## src/sv/prt_pkg.sv

```systemverilog
// Shared types and codes for the port range table.
package prt_pkg;

   localparam int TABLE_DEPTH_DEF = 16;

   localparam logic [1:0] CMD_ADD    = 2'd0;
   localparam logic [1:0] CMD_DELETE = 2'd1;
   localparam logic [1:0] CMD_COLL   = 2'd2;
   localparam logic [1:0] CMD_EXISTS = 2'd3;

   localparam logic [2:0] ST_OK       = 3'd0;
   localparam logic [2:0] ST_INVALID  = 3'd1;
   localparam logic [2:0] ST_COLLIDE  = 3'd2;
   localparam logic [2:0] ST_FULL     = 3'd3;
   localparam logic [2:0] ST_NOTFOUND = 3'd4;

   typedef struct packed {
      logic [1:0]  command;
      logic [15:0] first_port;
      logic [15:0] range_size;
      logic        protocol;
   } req_type;

   typedef struct packed {
      logic [2:0] status;
      logic       hit;
      logic [4:0] entries_used;
   } rsp_type;

   // Stored ranges keep their last port rather than their length.
   typedef struct packed {
      logic        proto;
      logic [15:0] start;
      logic [15:0] last_port;
   } entry_type;

   typedef struct packed {
      logic overlap;
      logic exact;
   } match_type;

endpackage

```

## src/sv/prt_table.sv

```systemverilog
// Entry RAM with registered read port, per-entry valid flops and fill count.
module prt_table #(
   parameter int DEPTH = prt_pkg::TABLE_DEPTH_DEF
) (
   input  logic                                  clock,
   input  logic                                  reset,
   input  logic                                  wr_en,
   input  logic                                  clr_en,
   input  logic [((DEPTH > 1) ? $clog2(DEPTH) : 1)-1:0] wr_idx,
   input  prt_pkg::entry_type                    wr_entry,
   input  logic [((DEPTH > 1) ? $clog2(DEPTH) : 1)-1:0] rd_idx,
   output prt_pkg::entry_type                    rd_entry,
   output logic                                  rd_live,
   output logic                                  rd_free,
   output logic [$clog2(DEPTH+1)-1:0]            used
);
   import prt_pkg::*;

   localparam int CNT_W = $clog2(DEPTH + 1);

   entry_type              mem [DEPTH];
   logic [DEPTH-1:0]       valid_ff, valid_in;
   logic [CNT_W-1:0]       used_ff, used_in;
   entry_type              rd_entry_ff;
   logic                   rd_live_ff;

   always_comb begin
      valid_in = valid_ff;
      used_in  = used_ff;
      if (wr_en) begin
         valid_in[wr_idx] = 1'b1;
         used_in          = used_ff + CNT_W'(1);
      end else if (clr_en) begin
         valid_in[wr_idx] = 1'b0;
         used_in          = used_ff - CNT_W'(1);
      end
   end

   always_ff @(posedge clock) begin
      if (reset) begin
         valid_ff <= '0;
         used_ff  <= '0;
      end else begin
         valid_ff <= valid_in;
         used_ff  <= used_in;
      end
   end

   always_ff @(posedge clock) begin
      if (wr_en) begin
         mem[wr_idx] <= wr_entry;
      end
      rd_entry_ff <= mem[rd_idx];
   end

   always_ff @(posedge clock) begin
      if (reset) begin
         rd_live_ff <= 1'b0;
      end else begin
         rd_live_ff <= valid_ff[rd_idx];
      end
   end

   assign rd_entry = rd_entry_ff;
   assign rd_live  = rd_live_ff;
   assign rd_free  = ~valid_ff[rd_idx];
   assign used     = used_ff;

endmodule

```

## src/sv/prt_cmp.sv

```systemverilog
// Shared range compare: overlap and exact match of one stored entry against the request.
module prt_cmp (
   input  prt_pkg::entry_type key,
   input  prt_pkg::entry_type entry,
   input  logic               live,
   output prt_pkg::match_type match
);
   import prt_pkg::*;

   logic same_proto;

   assign same_proto    = live && (entry.proto == key.proto);
   assign match.overlap = same_proto && (entry.start <= key.last_port)
                          && (key.start <= entry.last_port);
   // Same start and same last port means same length.
   assign match.exact   = same_proto && (entry.start == key.start)
                          && (entry.last_port == key.last_port);

endmodule

```

## src/sv/port_range_table_core.sv

```systemverilog
// Port range table: a request is checked against every stored range by a one-entry-per-cycle
// scan through the entry RAM's single read port and one shared compare unit. A valid request
// returns its result after the scan and the S_LAST and S_APPLY states; a request with an empty
// range or one whose last port would be 65535 or above is answered in the next cycle. The
// block takes one request at a time: req_ready is high only when no request is in work and no
// result waits on the rsp channel, so a new request can be accepted the cycle after the result
// is taken. Adds go to the lowest free slot; entries_used is the count after the request.
module port_range_table_core #(
   parameter int DEPTH = prt_pkg::TABLE_DEPTH_DEF
) (
   input  logic             clock,
   input  logic             reset,
   input  logic             req_valid,
   output logic             req_ready,
   input  prt_pkg::req_type req_data,
   output logic             rsp_valid,
   input  logic             rsp_ready,
   output prt_pkg::rsp_type rsp_data
);
   import prt_pkg::*;

   localparam int IDX_W = (DEPTH > 1) ? $clog2(DEPTH) : 1;
   localparam int CNT_W = $clog2(DEPTH + 1);

   typedef enum logic [4:0] {
      S_IDLE  = 5'b00001,
      S_SCAN  = 5'b00010,
      S_LAST  = 5'b00100,
      S_APPLY = 5'b01000,
      S_RESP  = 5'b10000
   } state_type;

   state_type        state_ff, state_in;
   logic [1:0]       cmd_ff, cmd_in;
   entry_type        key_ff, key_in;
   logic [IDX_W-1:0] rd_idx_ff, rd_idx_in;
   logic             cmp_vld_ff, cmp_vld_in;
   logic [IDX_W-1:0] cmp_idx_ff, cmp_idx_in;
   logic             overlap_ff, overlap_in;
   logic             exact_ff, exact_in;
   logic [IDX_W-1:0] exact_idx_ff, exact_idx_in;
   logic             free_ff, free_in;
   logic [IDX_W-1:0] free_idx_ff, free_idx_in;
   logic [2:0]       status_ff, status_in;
   logic             hit_ff, hit_in;

   logic             req_fire;
   logic [16:0]      port_sum;
   logic             bad_range;
   logic             wr_en, clr_en;
   logic [IDX_W-1:0] wr_idx;
   entry_type        rd_entry;
   logic             rd_live, rd_free;
   logic [CNT_W-1:0] used;
   match_type        match;

   assign req_ready = (state_ff == S_IDLE);
   assign rsp_valid = (state_ff == S_RESP);
   assign req_fire  = req_valid && req_ready;

   assign port_sum  = {1'b0, req_data.first_port} + {1'b0, req_data.range_size};
   assign bad_range = (req_data.range_size == 16'd0) || port_sum[16];

   prt_table #(
      .DEPTH(DEPTH)
   ) u_table (
      .clock    (clock),
      .reset    (reset),
      .wr_en    (wr_en),
      .clr_en   (clr_en),
      .wr_idx   (wr_idx),
      .wr_entry (key_ff),
      .rd_idx   (rd_idx_ff),
      .rd_entry (rd_entry),
      .rd_live  (rd_live),
      .rd_free  (rd_free),
      .used     (used)
   );

   prt_cmp u_cmp (
      .key   (key_ff),
      .entry (rd_entry),
      .live  (rd_live),
      .match (match)
   );

   always_comb begin
      state_in     = state_ff;
      cmd_in       = cmd_ff;
      key_in       = key_ff;
      rd_idx_in    = rd_idx_ff;
      cmp_vld_in   = 1'b0;
      cmp_idx_in   = rd_idx_ff;
      overlap_in   = overlap_ff;
      exact_in     = exact_ff;
      exact_idx_in = exact_idx_ff;
      free_in      = free_ff;
      free_idx_in  = free_idx_ff;
      status_in    = status_ff;
      hit_in       = hit_ff;
      wr_en        = 1'b0;
      clr_en       = 1'b0;
      wr_idx       = free_idx_ff;

      // Compare stage: entry read last cycle is on the RAM output now.
      if (cmp_vld_ff) begin
         if (match.overlap) begin
            overlap_in = 1'b1;
         end
         if (match.exact && !exact_ff) begin
            exact_in     = 1'b1;
            exact_idx_in = cmp_idx_ff;
         end
      end

      case (state_ff)
         S_IDLE: begin
            if (req_fire) begin
               cmd_in          = req_data.command;
               key_in.proto    = req_data.protocol;
               key_in.start    = req_data.first_port;
               key_in.last_port = port_sum[15:0] - 16'd1;
               rd_idx_in       = '0;
               overlap_in      = 1'b0;
               exact_in        = 1'b0;
               free_in         = 1'b0;
               status_in       = ST_OK;
               hit_in          = 1'b0;
               if (bad_range) begin
                  status_in = ST_INVALID;
                  state_in  = S_RESP;
               end else begin
                  state_in = S_SCAN;
               end
            end
         end
         S_SCAN: begin
            cmp_vld_in = 1'b1;
            if (rd_free && !free_ff) begin
               free_in     = 1'b1;
               free_idx_in = rd_idx_ff;
            end
            if (rd_idx_ff == IDX_W'(DEPTH - 1)) begin
               state_in = S_LAST;
            end else begin
               rd_idx_in = rd_idx_ff + IDX_W'(1);
            end
         end
         S_LAST: begin
            state_in = S_APPLY;
         end
         S_APPLY: begin
            state_in = S_RESP;
            case (cmd_ff)
               CMD_ADD: begin
                  if (overlap_ff) begin
                     status_in = ST_COLLIDE;
                  end else if (!free_ff) begin
                     status_in = ST_FULL;
                  end else begin
                     wr_en = 1'b1;
                  end
               end
               CMD_DELETE: begin
                  wr_idx = exact_idx_ff;
                  if (exact_ff) begin
                     clr_en = 1'b1;
                  end else begin
                     status_in = ST_NOTFOUND;
                  end
               end
               CMD_COLL: begin
                  hit_in = overlap_ff;
               end
               CMD_EXISTS: begin
                  hit_in = exact_ff;
               end
               default: begin
                  hit_in = 1'b0;
               end
            endcase
         end
         S_RESP: begin
            if (rsp_ready) begin
               state_in = S_IDLE;
            end
         end
         default: begin
            state_in = S_IDLE;
         end
      endcase
   end

   always_ff @(posedge clock) begin
      if (reset) begin
         state_ff   <= S_IDLE;
         cmp_vld_ff <= 1'b0;
      end else begin
         state_ff   <= state_in;
         cmp_vld_ff <= cmp_vld_in;
      end
   end

   always_ff @(posedge clock) begin
      cmd_ff       <= cmd_in;
      key_ff       <= key_in;
      rd_idx_ff    <= rd_idx_in;
      cmp_idx_ff   <= cmp_idx_in;
      overlap_ff   <= overlap_in;
      exact_ff     <= exact_in;
      exact_idx_ff <= exact_idx_in;
      free_ff      <= free_in;
      free_idx_ff  <= free_idx_in;
      status_ff    <= status_in;
      hit_ff       <= hit_in;
   end

   assign rsp_data.status       = status_ff;
   assign rsp_data.hit          = hit_ff;
   assign rsp_data.entries_used = 5'(used);

endmodule

```

## config.mk

```make
export PLATFORM = sky130hd
export DESIGN_NAME = port_range_table_core
export DESIGN_NICKNAME = d
export VERILOG_FILES = /design/src/sv/prt_pkg.sv /design/src/sv/prt_table.sv /design/src/sv/prt_cmp.sv /design/src/sv/port_range_table_core.sv
export SDC_FILE = /design/constraint.sdc
export NUM_CORES = 1
export LEC_CHECK = 0
export BUFFER_PORTS_ARGS = -buffer_cell sky130_fd_sc_hd__buf_4
export CORE_MARGIN = 2
export CORE_UTILIZATION = 62
export CTS_BUF_LIST = sky130_fd_sc_hd__clkbuf_16
export CTS_CLUSTER_DIAMETER = 200
export DETAILED_ROUTE_END_ITERATION = 10
export PLACE_DENSITY = 0.79
export SLEW_MARGIN = 20
export SYNTH_ARGS = -nofsm -noshare
export SYNTH_HDL_FRONTEND = slang
export SYNTH_SLANG_ARGS = --single-unit
```

## constraint.sdc

```tcl
create_clock -name clock -period 4.3 [get_ports clock]
set_input_delay 0.43 -clock clock [delete_from_list [all_inputs] [get_ports clock]]
set_output_delay 0.43 -clock clock [all_outputs]
set_load 0.005 [all_outputs]
```

==> results of run 1 <==
==> routing by layer <==
metal / vias to the layer above / global-route usage [%]
met1: 7012 / 38.5
met3: 133 / 5.89
met5: - / 0
met4: 0 / 10.4
li1: 5692 / -
met2: 730 / 46.6
==> placed cells by master, fill, tap and decap left out, drive strengths merged, types with 5 or more instances in the layout <==
master,n
edfxtp,580
mux4,170
buf,89
dfxtp,67
clkbuf,61
inv,60
ha,53
nor2,52
a21oi,45
xor2,43
clkinv,33
a21o,23
o21a,22
nand2,20
xnor2,20
dlygate4sd3,19
nand3,18
nor4,17
o21ai,17
nand2b,11
nor3,11
nand4,10
a211oi,8
or2,5
nor2b,5
or3,5
==> through the flow <==
step | hold slack (ps) | instances | area (um^2)
global placement | 386 | 1919 | 27400
CTS | 60.8 | 2052 | 29500
detailed placement | 389 | 1919 | 27400
global route | 96.0 | 2052 | 29500
floorplan | 363 | 1338 | 26100
finish | 85.3 | 2052 | 29500
==> how the worst max path moves through the flow <==
stage | startpoint | endpoint | depth (start not counted)
final | state_ff[1]$_SDFFE_PP0P_ | u_table.mem[0][24]$_DFFE_PP_ | 8
after global routing | req_data[21] | key_ff[14]$_DFFE_PP_ | 11
after CTS | state_ff[1]$_SDFFE_PP0P_ | u_table.mem[1][22]$_DFFE_PP_ | 8
after detailed placement | req_data[1] | key_ff[15]$_DFFE_PP_ | 11
after global placement | req_data[1] | key_ff[15]$_DFFE_PP_ | 11
after floorplan | state_ff[1]$_SDFFE_PP0P_ | u_table.mem[0][0]$_DFFE_PP_ | 7
==> worst max-delay path: cells and delay by family (launching register included) <==
family / cells / cell delay [ps]
flip-flops: 1 / 340
AND/OR/NAND/NOR: 7 / 2410
buffers and inverters: 1 / 330
==> layout make-up <==
class / instances / area, um^2 / share of cell area, %
clock buffer: 61 / 1530 / 5.18
clock inverter: 53 / 368 / 1.25
inverter: 46 / 173 / 0.586
multi-input combinational: 598 / 7050 / 23.9
sequential: 647 / 18800 / 63.6
tap: 539 / 674 / 2.29
timing repair buffer: 108 / 921 / 3.12
==> power breakdown <==
| group | leakage (nW) | switching (mW) | internal, mW | total, mW |
|---|---|---|---|---|
| Clock | 0.981 | 2.31 | 2.82 | 5.13 |
| Sequential | 5.79 | 0.496 | 7.31 | 7.81 |
| Combinational | 3.16 | 1.08 | 1.06 | 2.14 |
| Total | 9.93 | 3.89 | 11.2 | 15.1 |
==> state kept, by name, summed over array words and instances (netlist names), named ones only <==
signal / count
cmp_idx_in: 4
free_idx_ff: 4
u_table.used: 5
key_ff: 33
status_ff: 3
exact_ff: 1
cmd_ff: 2
cmp_idx_ff: 4
exact_idx_ff: 4
free_ff: 1
cmp_vld_ff: 1
state_ff: 5
overlap_ff: 1
u_table.mem: 528
hit_ff: 1
u_table.rd_live: 1
u_table.rd_entry: 33
==> logic make-up (layout without fill, tap and decap cells) <==
group,after synthesis,count (layout)
DFF,647,647
muxes,171,171
and+or+nand+nor,167,167
AOI/OAI and AO/OA,142,142
buffers and inverters,93,268
xor gates and xnor gates,63,63
adders and majority gates,55,55
==> flow_summary_export.csv, run 1 <==
group,metric,value,unit
yosys,synth_fa_ha_area_share,2.70,%
detailed_routing,dr.pass1.iters,5,
clock_tree,post_cts_buffers,0,
detailed_routing,wl_met1,22.8,mm
yosys,synth-compound-area-share,3.78,%
sta,grt_setup_unrepaired,"no",
detailed_routing,drt-total-wl,60.1,mm
sta,fin_crit,3400,ps
yosys,yosys.area_share.simple,3.27,%
placement,io_buffers,49,
layout,post-route-util,70.6,%
detailed_routing,drtAntennaViolNets,0,
layout,final_nets,1555,
yosys,synth_top_family_by_area,"multiplexers",
clock_tree,insertion_delay,650,ps
floorplan,die_h,209,um
worst_hold_path,worstHoldPathType,"in -> reg",
clock_tree,clk_pin_slew,70,ps
clock_tree,cts_resized,0,
yosys,ys_ff_latch,647,
detailed_routing,num_vias,13567,
floorplan,die-area,43700,um^2
yosys,syn_inst,1338,
detailed_routing,drt-initial-drc-count,1454,
clock_tree,cts-root-buf,"clkbuf_16",
setup_path,crit_path_max_incr_delay,540,ps
yosys,synth_area,26100,um^2
global_routing,groute.usage.overall,28.4,%
setup_path,endpoint_kind,"register",
yosys,yosys.area_share.xor_xnor,2.12,%
pwr,power_density,512,nW/um^2
yosys,syn_area_per_cell,19.5,um^2
yosys,synth_mux_area_share,14.7,%
run,maxCapViolCount,0,
placement,hpwl,35.3,mm
detailed_routing,drc,0,
setup_path,timing.rr.start,"state_ff[1]$_SDFFE_PP0P_",
yosys,synth.distinct_cells,60,
floorplan,core,41800,um^2
sta,worst_slew_pin_slew,1080,ps
yosys,ys_seq_area_share,72.0,%
sta,tns,0,ps
clock_tree,cts_made_buffers,60,
yosys,yosys.area.top_type,"edfxtp_1",
sta,setup_viol,0,
global_routing,grt_first_pass_wirelength,89.0,mm
yosys,synth_edf_count,580,
clock_tree,clock_path_buffers,3,
setup_path,critical_path_required,4640,ps
clock_tree,holdBufCountCts,19,
yosys,synth_common_cells,"edfxtp_1 (580), mux4_2 (170), dfxtp_1 (67), ha_1 (53), nor2_1 (52)",
sta,hold_viol,0,
yosys,syn_nets,1432,
clock_tree,cts_sinks,647,
setup_path,arrival,3740,ps
setup_path,crit_type,"reg -> reg",
yosys,yosysMostFrequentCell,"edfxtp_1",
sta,finalCritPeriodShare,79.2,%
sta,setup_slack,895,ps
detailed_routing,wl_per_cell,29.3,um
sta,slew_headroom,27.1,%
yosys,yosys-top-cells-area,"edfxtp_1 (67%), mux4_2 (15%), dfxtp_1 (5.1%)",
setup_path,cp_max_fo,14,
worst_hold_path,holdCritStartpoint,"rsp_ready",
pwr,cellLeakagePower,9.93,nW
floorplan,start_util,62.4,%
yosys,synth_top_area_share,66.8,%
detailed_routing,wl_met2,29.9,mm
detailed_routing,avgViaCountPerCell,6.61,
global_routing,antenna_found_initial,0,
yosys,async_flop_share,0,%
setup_path,crit_chain,"or2_2, nor3_1, nand2_1, nor2_1, nand3_1, or2_2, nor2_4, buf_4",
sta,skew,28.4,ps
yosys,yosysWarnings,0,
setup_path,cpMostUsedCell,"or2_2",
clock_tree,h-tree-depth,2,
layout,num_antenna_cells,0,
layout,nFillCells,2387,
detailed_routing,top_layer,"met4",
global_routing,grt_pass1_vias,13975,
yosys,ys.flop_type,"edfxtp_1",
worst_hold_path,min_path_cells,4,
floorplan,die_w,209,um
floorplan,ios,50,
placement,place.gp.congestion,0.886,
pwr,power.total,15.1,mW
setup_path,rr_worst_depth,8,
pwr,ir_drop,453,uV
setup_path,reg2reg_to,"u_table.mem[0][24]$_DFFE_PP_",
detailed_routing,wl_met3,5.29,mm
setup_path,r2r_slack,900,ps
sta,finalMaxSlewViolations,0,
setup_path,start_kind,"register",
clock_tree,cts_tree,"built",
sta,fmax,0.294,GHz
layout,syn_to_final_growth,13.1,%
global_routing,grt_overflow_total,0,
status,status,"complete, no violations",
worst_hold_path,holdPathEnd,"state_ff[4]$_SDFFE_PP0P_",
floorplan,rows,75,
global_routing,grt_max_degree,74,
layout,drive_gt1_share,24.9,%
placement,dp_slack,877,ps
setup_path,cp_slowest_cell,"or2_2",
(Power assumes the default switching activity.)
==> run 2, diff against run 1 <==
--- a/config.mk
+++ b/config.mk
@@ -7,11 +7,11 @@
 export LEC_CHECK = 0
 export BUFFER_PORTS_ARGS = -buffer_cell sky130_fd_sc_hd__buf_4
 export CORE_MARGIN = 2
-export CORE_UTILIZATION = 62
+export CORE_UTILIZATION = 56
 export CTS_BUF_LIST = sky130_fd_sc_hd__clkbuf_16
 export CTS_CLUSTER_DIAMETER = 200
 export DETAILED_ROUTE_END_ITERATION = 10
-export PLACE_DENSITY = 0.79
+export PLACE_DENSITY = 0.75
 export SLEW_MARGIN = 20
 export SYNTH_ARGS = -nofsm -noshare
 export SYNTH_HDL_FRONTEND = slang
==> constraint.sdc (replaced) <==
create_clock -name clock -period 2.98 [get_ports clock]
set_input_delay 0.298 -clock clock [delete_from_list [all_inputs] [get_ports clock]]
set_output_delay 0.298 -clock clock [all_outputs]
set_load 0.005 [all_outputs]
==> run 2 against run 1 <==
  * Register-to-register slack lost 760 ps
  * Sequential cell count unchanged
  * Core utilization down 5.1 points
  * Clock skew fell by 7.8 ps
  * Wire length decreased by 1.7%
  * Die area is 11% higher
  * First-iteration DRC count decreased by 6.9%
  * Cell area grew 2.8%
  * Largest cell class unchanged
==> flow_summary_export.csv, run 2 (synthesized netlist as in run 1, its figures left out) <==
group,metric,value,unit
status,status,"complete, no violations",
clock_tree,cts_tree,"built",
layout,post-route-util,65.5,%
floorplan,start_util,56.3,%
sta,fmax,0.351,GHz
global_routing,grt_first_pass_wirelength,88.3,mm
worst_hold_path,worstHoldPathType,"in -> reg",
pwr,power_density,732,nW/um^2
detailed_routing,drc,0,
clock_tree,insertion_delay,630,ps
placement,io_buffers,49,
floorplan,die_w,220,um
detailed_routing,num_vias,13458,
clock_tree,clk_pin_slew,60,ps
sta,skew,20.5,ps
layout,drive_gt1_share,26.9,%
setup_path,cp_max_fo,33,
global_routing,grt_overflow_total,0,
worst_hold_path,holdCritStartpoint,"reset",
sta,setup_viol,0,
layout,largest-register,"u_table.mem",
setup_path,rr_worst_depth,7,
floorplan,ios,50,
global_routing,groute.usage.overall,25.6,%
worst_hold_path,min_path_cells,2,
setup_path,r2r_slack,130,ps
setup_path,timing.rr.start,"state_ff[1]$_SDFFE_PP0P_",
placement,place.gp.congestion,0.881,
global_routing,antenna_found_initial,0,
detailed_routing,wl_per_cell,27.4,um
setup_path,reg2reg_to,"u_table.mem[6][0]$_DFFE_PP_",
layout,largest_register_ffs,528,
setup_path,critical_path_required,3280,ps
layout,syn_to_final_growth,16.3,%
clock_tree,clock_path_buffers,3,
placement,place_area,28100,um^2
global_routing,grt_pass1_vias,13993,
pwr,cellLeakagePower,10.2,nW
sta,slew_headroom,48.3,%
layout,finalInstanceArea,30300,um^2
setup_path,crit_type,"reg -> reg",
detailed_routing,avgViaCountPerCell,6.25,
floorplan,rows,79,
worst_hold_path,holdPathEnd,"u_table.used[0]$_SDFFE_PP0P_",
pwr,ir_drop,586,uV
sta,tns,0,ps
clock_tree,cts-root-buf,"clkbuf_16",
sta,grt_setup_unrepaired,"yes",
pwr,power.total,22.2,mW
layout,final_nets,1589,
layout,num_antenna_cells,0,
detailed_routing,drt-total-wl,59.1,mm
layout,layout_commonest_cell,"edfxtp_1",
setup_path,start_kind,"register",
detailed_routing,drtAntennaViolNets,0,
sta,finalMaxSlewViolations,0,
detailed_routing,drt-initial-drc-count,1353,
floorplan,die_h,220,um
setup_path,endpoint_kind,"register",
detailed_routing,dr.pass1.iters,5,
floorplan,core,46300,um^2
run,maxCapViolCount,0,
clock_tree,h-tree-depth,2,
sta,fin_crit,2850,ps
clock_tree,post_cts_buffers,0,
clock_tree,cts_sinks,647,
floorplan,die-area,48300,um^2
clock_tree,cts_made_buffers,60,
placement,hpwl,34.1,mm
sta,worst_slew_pin_slew,776,ps
layout,final_cell_mix,"edfxtp_1 (580), mux4_2 (170), buf_4 (89)",
setup_path,arrival,3140,ps
global_routing,grt_max_degree,107,
sta,finalCritPeriodShare,95.5,%
sta,hold_viol,0,
run 2: stage by stage:
step                      cells  setup slack [ps]  hold WS, ps
after floorplan            1338              -183          363
after CTS                  2153               103         3.04
final                      2153               134         34.6
after global placement     2019             -92.6          387
after global routing       2153             -62.4         39.9
after detailed placement   2019              -149          389
run 2: critical path, stage by stage, from the launching register on:
cell,delay [ps]
dfxtp_1,340
or2_2,340
nor3_1,230
nand3_1,390
buf_4,300
o21a_1,370
nor2_4,210
buf_12,300
run 2: layer usage:
layer  GRT usage [%]  vias up  part of all wire, %
met1            34.6     7018                   39
met3            6.02      104                  8.3
met5               0        -                    0
met2            41.7      577                   50
met4            8.08        0                  2.8
li1                -     5759                    -
run 2: power breakdown:
group / total [mW] / switching (mW) / internal [mW]
Clock: 7.79 / 3.33 / 4.45
Sequential: 11.3 / 0.709 / 10.5
Combinational: 3.15 / 1.56 / 1.58
run 2: worst max-delay path by stage:
stage | from | to | cells past startpoint
4_1_cts | state_ff[1]$_SDFFE_PP0P_ | u_table.mem[12][8]$_DFFE_PP_ | 8
2_1_floorplan | state_ff[1]$_SDFFE_PP0P_ | u_table.mem[0][0]$_DFFE_PP_ | 7
5_1_grt | req_data[18] | key_ff[15]$_DFFE_PP_ | 11
3_3_place_gp | req_data[5] | key_ff[15]$_DFFE_PP_ | 10
3_5_place_dp | req_data[5] | key_ff[15]$_DFFE_PP_ | 10
6_report | state_ff[1]$_SDFFE_PP0P_ | u_table.mem[6][0]$_DFFE_PP_ | 7
run 2: final cells by class:
| class | instances | area, um^2 |
|---|---|---|
| sequential | 647 | 18800 |
| clock inverter | 53 | 510 |
| clock buffer | 60 | 1500 |
| multi-input combinational | 598 | 7090 |
| tap | 607 | 759 |
| timing repair buffer | 142 | 1520 |
| fill | 3028 | 15900 |
| inverter | 46 | 173 |
run 2: repair_timing:
action	CTS	global route
setup endpoints to repair	1	145
endpoints found under the hold margin	21	0
resized for setup	1	9
hold buffers	21	0
pin swaps	0	1
==> run 3, diff against run 2 <==
--- a/config.mk
+++ b/config.mk
@@ -11,6 +11,7 @@
 export CTS_BUF_LIST = sky130_fd_sc_hd__clkbuf_16
 export CTS_CLUSTER_DIAMETER = 200
 export DETAILED_ROUTE_END_ITERATION = 10
+export HOLD_SLACK_MARGIN = 0.08
 export PLACE_DENSITY = 0.75
 export SLEW_MARGIN = 20
 export SYNTH_ARGS = -nofsm -noshare
==> run 3 against run 2 <==
  * Wire length hardly changed
  * Power hardly changed
  * Non-clock buffer count increased by 3
  * Hold slack gained 130 ps
  * Core utilization increased by 0.12 points
  * Highest routed layer unchanged
  * Clock skew is 1.1 ps higher
  * Count of clock-buffer cells in the layout did not move
  * Clock power barely moved
  * Sequential power is essentially flat
  * Critical endpoint is now key_ff[15]$_DFFE_PP_
  * First-iteration DRC count down 9.2%
  * Global-route usage hardly changed
  * Cell count up 0.14%
==> flow_summary_export.csv, run 3 (synthesized netlist as in run 1, its figures left out) <==
group,metric,value,unit
status,status,"complete, no violations",
floorplan,ios,50,
setup_path,rr_worst_depth,7,
layout,drive_gt1_share,27.0,%
sta,slew_headroom,48.3,%
clock_tree,clk_pin_slew,60,ps
setup_path,r2r_slack,130,ps
setup_path,critical_path_buf_inv_count,3,
global_routing,grt_pass1_vias,14001,
global_routing,groute.usage.overall,25.6,%
setup_path,critical_path_required,3350,ps
layout,nFillCells,3018,
setup_path,crit_path_max_incr_delay,550,ps
placement,io_buffers,49,
sta,setup_slack,108,ps
clock_tree,clock_path_buffers,3,
detailed_routing,drt-initial-drc-count,1228,
worst_hold_path,min_path_cells,3,
layout,largest-register,"u_table.mem",
sta,fin_hold_ws,164,ps
run,maxCapViolCount,0,
floorplan,rows,79,
setup_path,cp_max_fo,5,
floorplan,core,46300,um^2
sta,fin_crit,2870,ps
floorplan,die_w,220,um
clock_tree,cts-root-buf,"clkbuf_16",
global_routing,grt_overflow_total,0,
layout,num_antenna_cells,0,
layout,post-route-util,65.6,%
sta,hold_viol,0,
layout,finalInstanceArea,30400,um^2
pwr,ir_drop,589,uV
placement,place.gp.congestion,0.881,
pwr,cellLeakagePower,10.2,nW
global_routing,grt_max_degree,107,
detailed_routing,drtAntennaViolNets,0,
detailed_routing,drt-total-wl,59.1,mm
layout,final_nets,1592,
sta,worst_slew_pin_slew,775,ps
global_routing,antenna_found_initial,0,
sta,skew,21.7,ps
layout,syn_to_final_growth,16.5,%
detailed_routing,dr.pass1.iters,8,
layout,final_cells,2156,
detailed_routing,avgViaCountPerCell,6.24,
pwr,power.total,22.2,mW
setup_path,crit_chain,"dlygate4sd3_1, buf_4, ha_1, a2111oi_4, o21ai_2, buf_4, a311oi_1, o21ba_2, o21bai_1, or3_4, nor3_2, xnor2_1",
layout,largest_register_ffs,528,
detailed_routing,num_vias,13444,
layout,layout_commonest_cell,"edfxtp_1",
worst_hold_path,worstHoldPathType,"in -> reg",
clock_tree,insertion_delay,640,ps
placement,place_area,28100,um^2
setup_path,cp.depth,12,
floorplan,die-area,48300,um^2
detailed_routing,wl_per_cell,27.4,um
pwr,power_density,731,nW/um^2
detailed_routing,drc,0,
setup_path,start_kind,"primary input",
floorplan,start_util,56.3,%
clock_tree,cts_tree,"built",
layout,final_cell_mix,"edfxtp_1 (580), mux4_2 (170), buf_4 (89)",
sta,finalMaxSlewViolations,0,
setup_path,arrival,3240,ps
sta,setup_viol,0,
sta,tns,0,ps
setup_path,endpoint_kind,"register",
setup_path,crit_type,"in -> reg",
global_routing,grt_first_pass_wirelength,88.4,mm
setup_path,cp_slowest_cell,"dlygate4sd3_1",
floorplan,die_h,220,um
sta,fmax,0.348,GHz
placement,dp_slack,-149,ps
clock_tree,cts_sinks,647,
placement,dp.cells,2019,
placement,hpwl,34.1,mm
clock_tree,cts_made_buffers,60,
sta,finalCritPeriodShare,96.4,%
clock_tree,h-tree-depth,2,
setup_path,cpMostUsedCell,"buf_4",
sta,grt_setup_unrepaired,"yes",
setup_path,cpLargestDelayFamily,"compound AO/OA/AOI/OAI gates",
## run 3: final timing paths
| check | startpoint | to |
|---|---|---|
| min reg2reg | cmp_idx_ff[1]$_DFF_P_ | exact_idx_ff[1]$_DFFE_PP_ |
| max reg2reg | state_ff[1]$_SDFFE_PP0P_ | u_table.mem[6][0]$_DFFE_PP_ |
| min | req_data[17] | key_ff[0]$_DFFE_PP_ |
| max | req_data[22] | key_ff[15]$_DFFE_PP_ |
## run 3: final cells by class
cell class	count	area [um^2]	area share (%)
repair buffers	145	1550	5.10
multi-input cells	598	7120	23.4
clock buffers	60	1500	4.94
inverters	46	173	0.569
well taps	607	759	2.50
clock inverters	53	510	1.68
flip-flops and latches	647	18800	61.8
## run 3: metal layers
layer / vias to the layer above / wire length, um / GRT usage, %
met2: 614 / 29200 / 41.7
met4: 0 / 1680 / 8.08
li1: 5767 / - / -
met3: 105 / 5100 / 6.02
met5: - / 0 / 0
met1: 6958 / 23100 / 34.6
## run 3: worst min-delay path, cell delays in order
cell and delay, ps:
buf_4 80, ha_1 140, inv_1 90
## run 3: where the power goes
group	internal (mW)	total [mW]	switching, mW
Clock	4.45	7.78	3.33
Sequential	10.5	11.3	0.710
Combinational	1.59	3.16	1.57
Total	16.6	22.2	5.61
## run 3: timing repair
item                                    4_1_cts  5_1_grt
gates resized for setup                       1       14
endpoints found under the hold margin        29        0
endpoints found under the setup margin        1      146
buffers inserted                              0        0
hold buffers                                 24        0
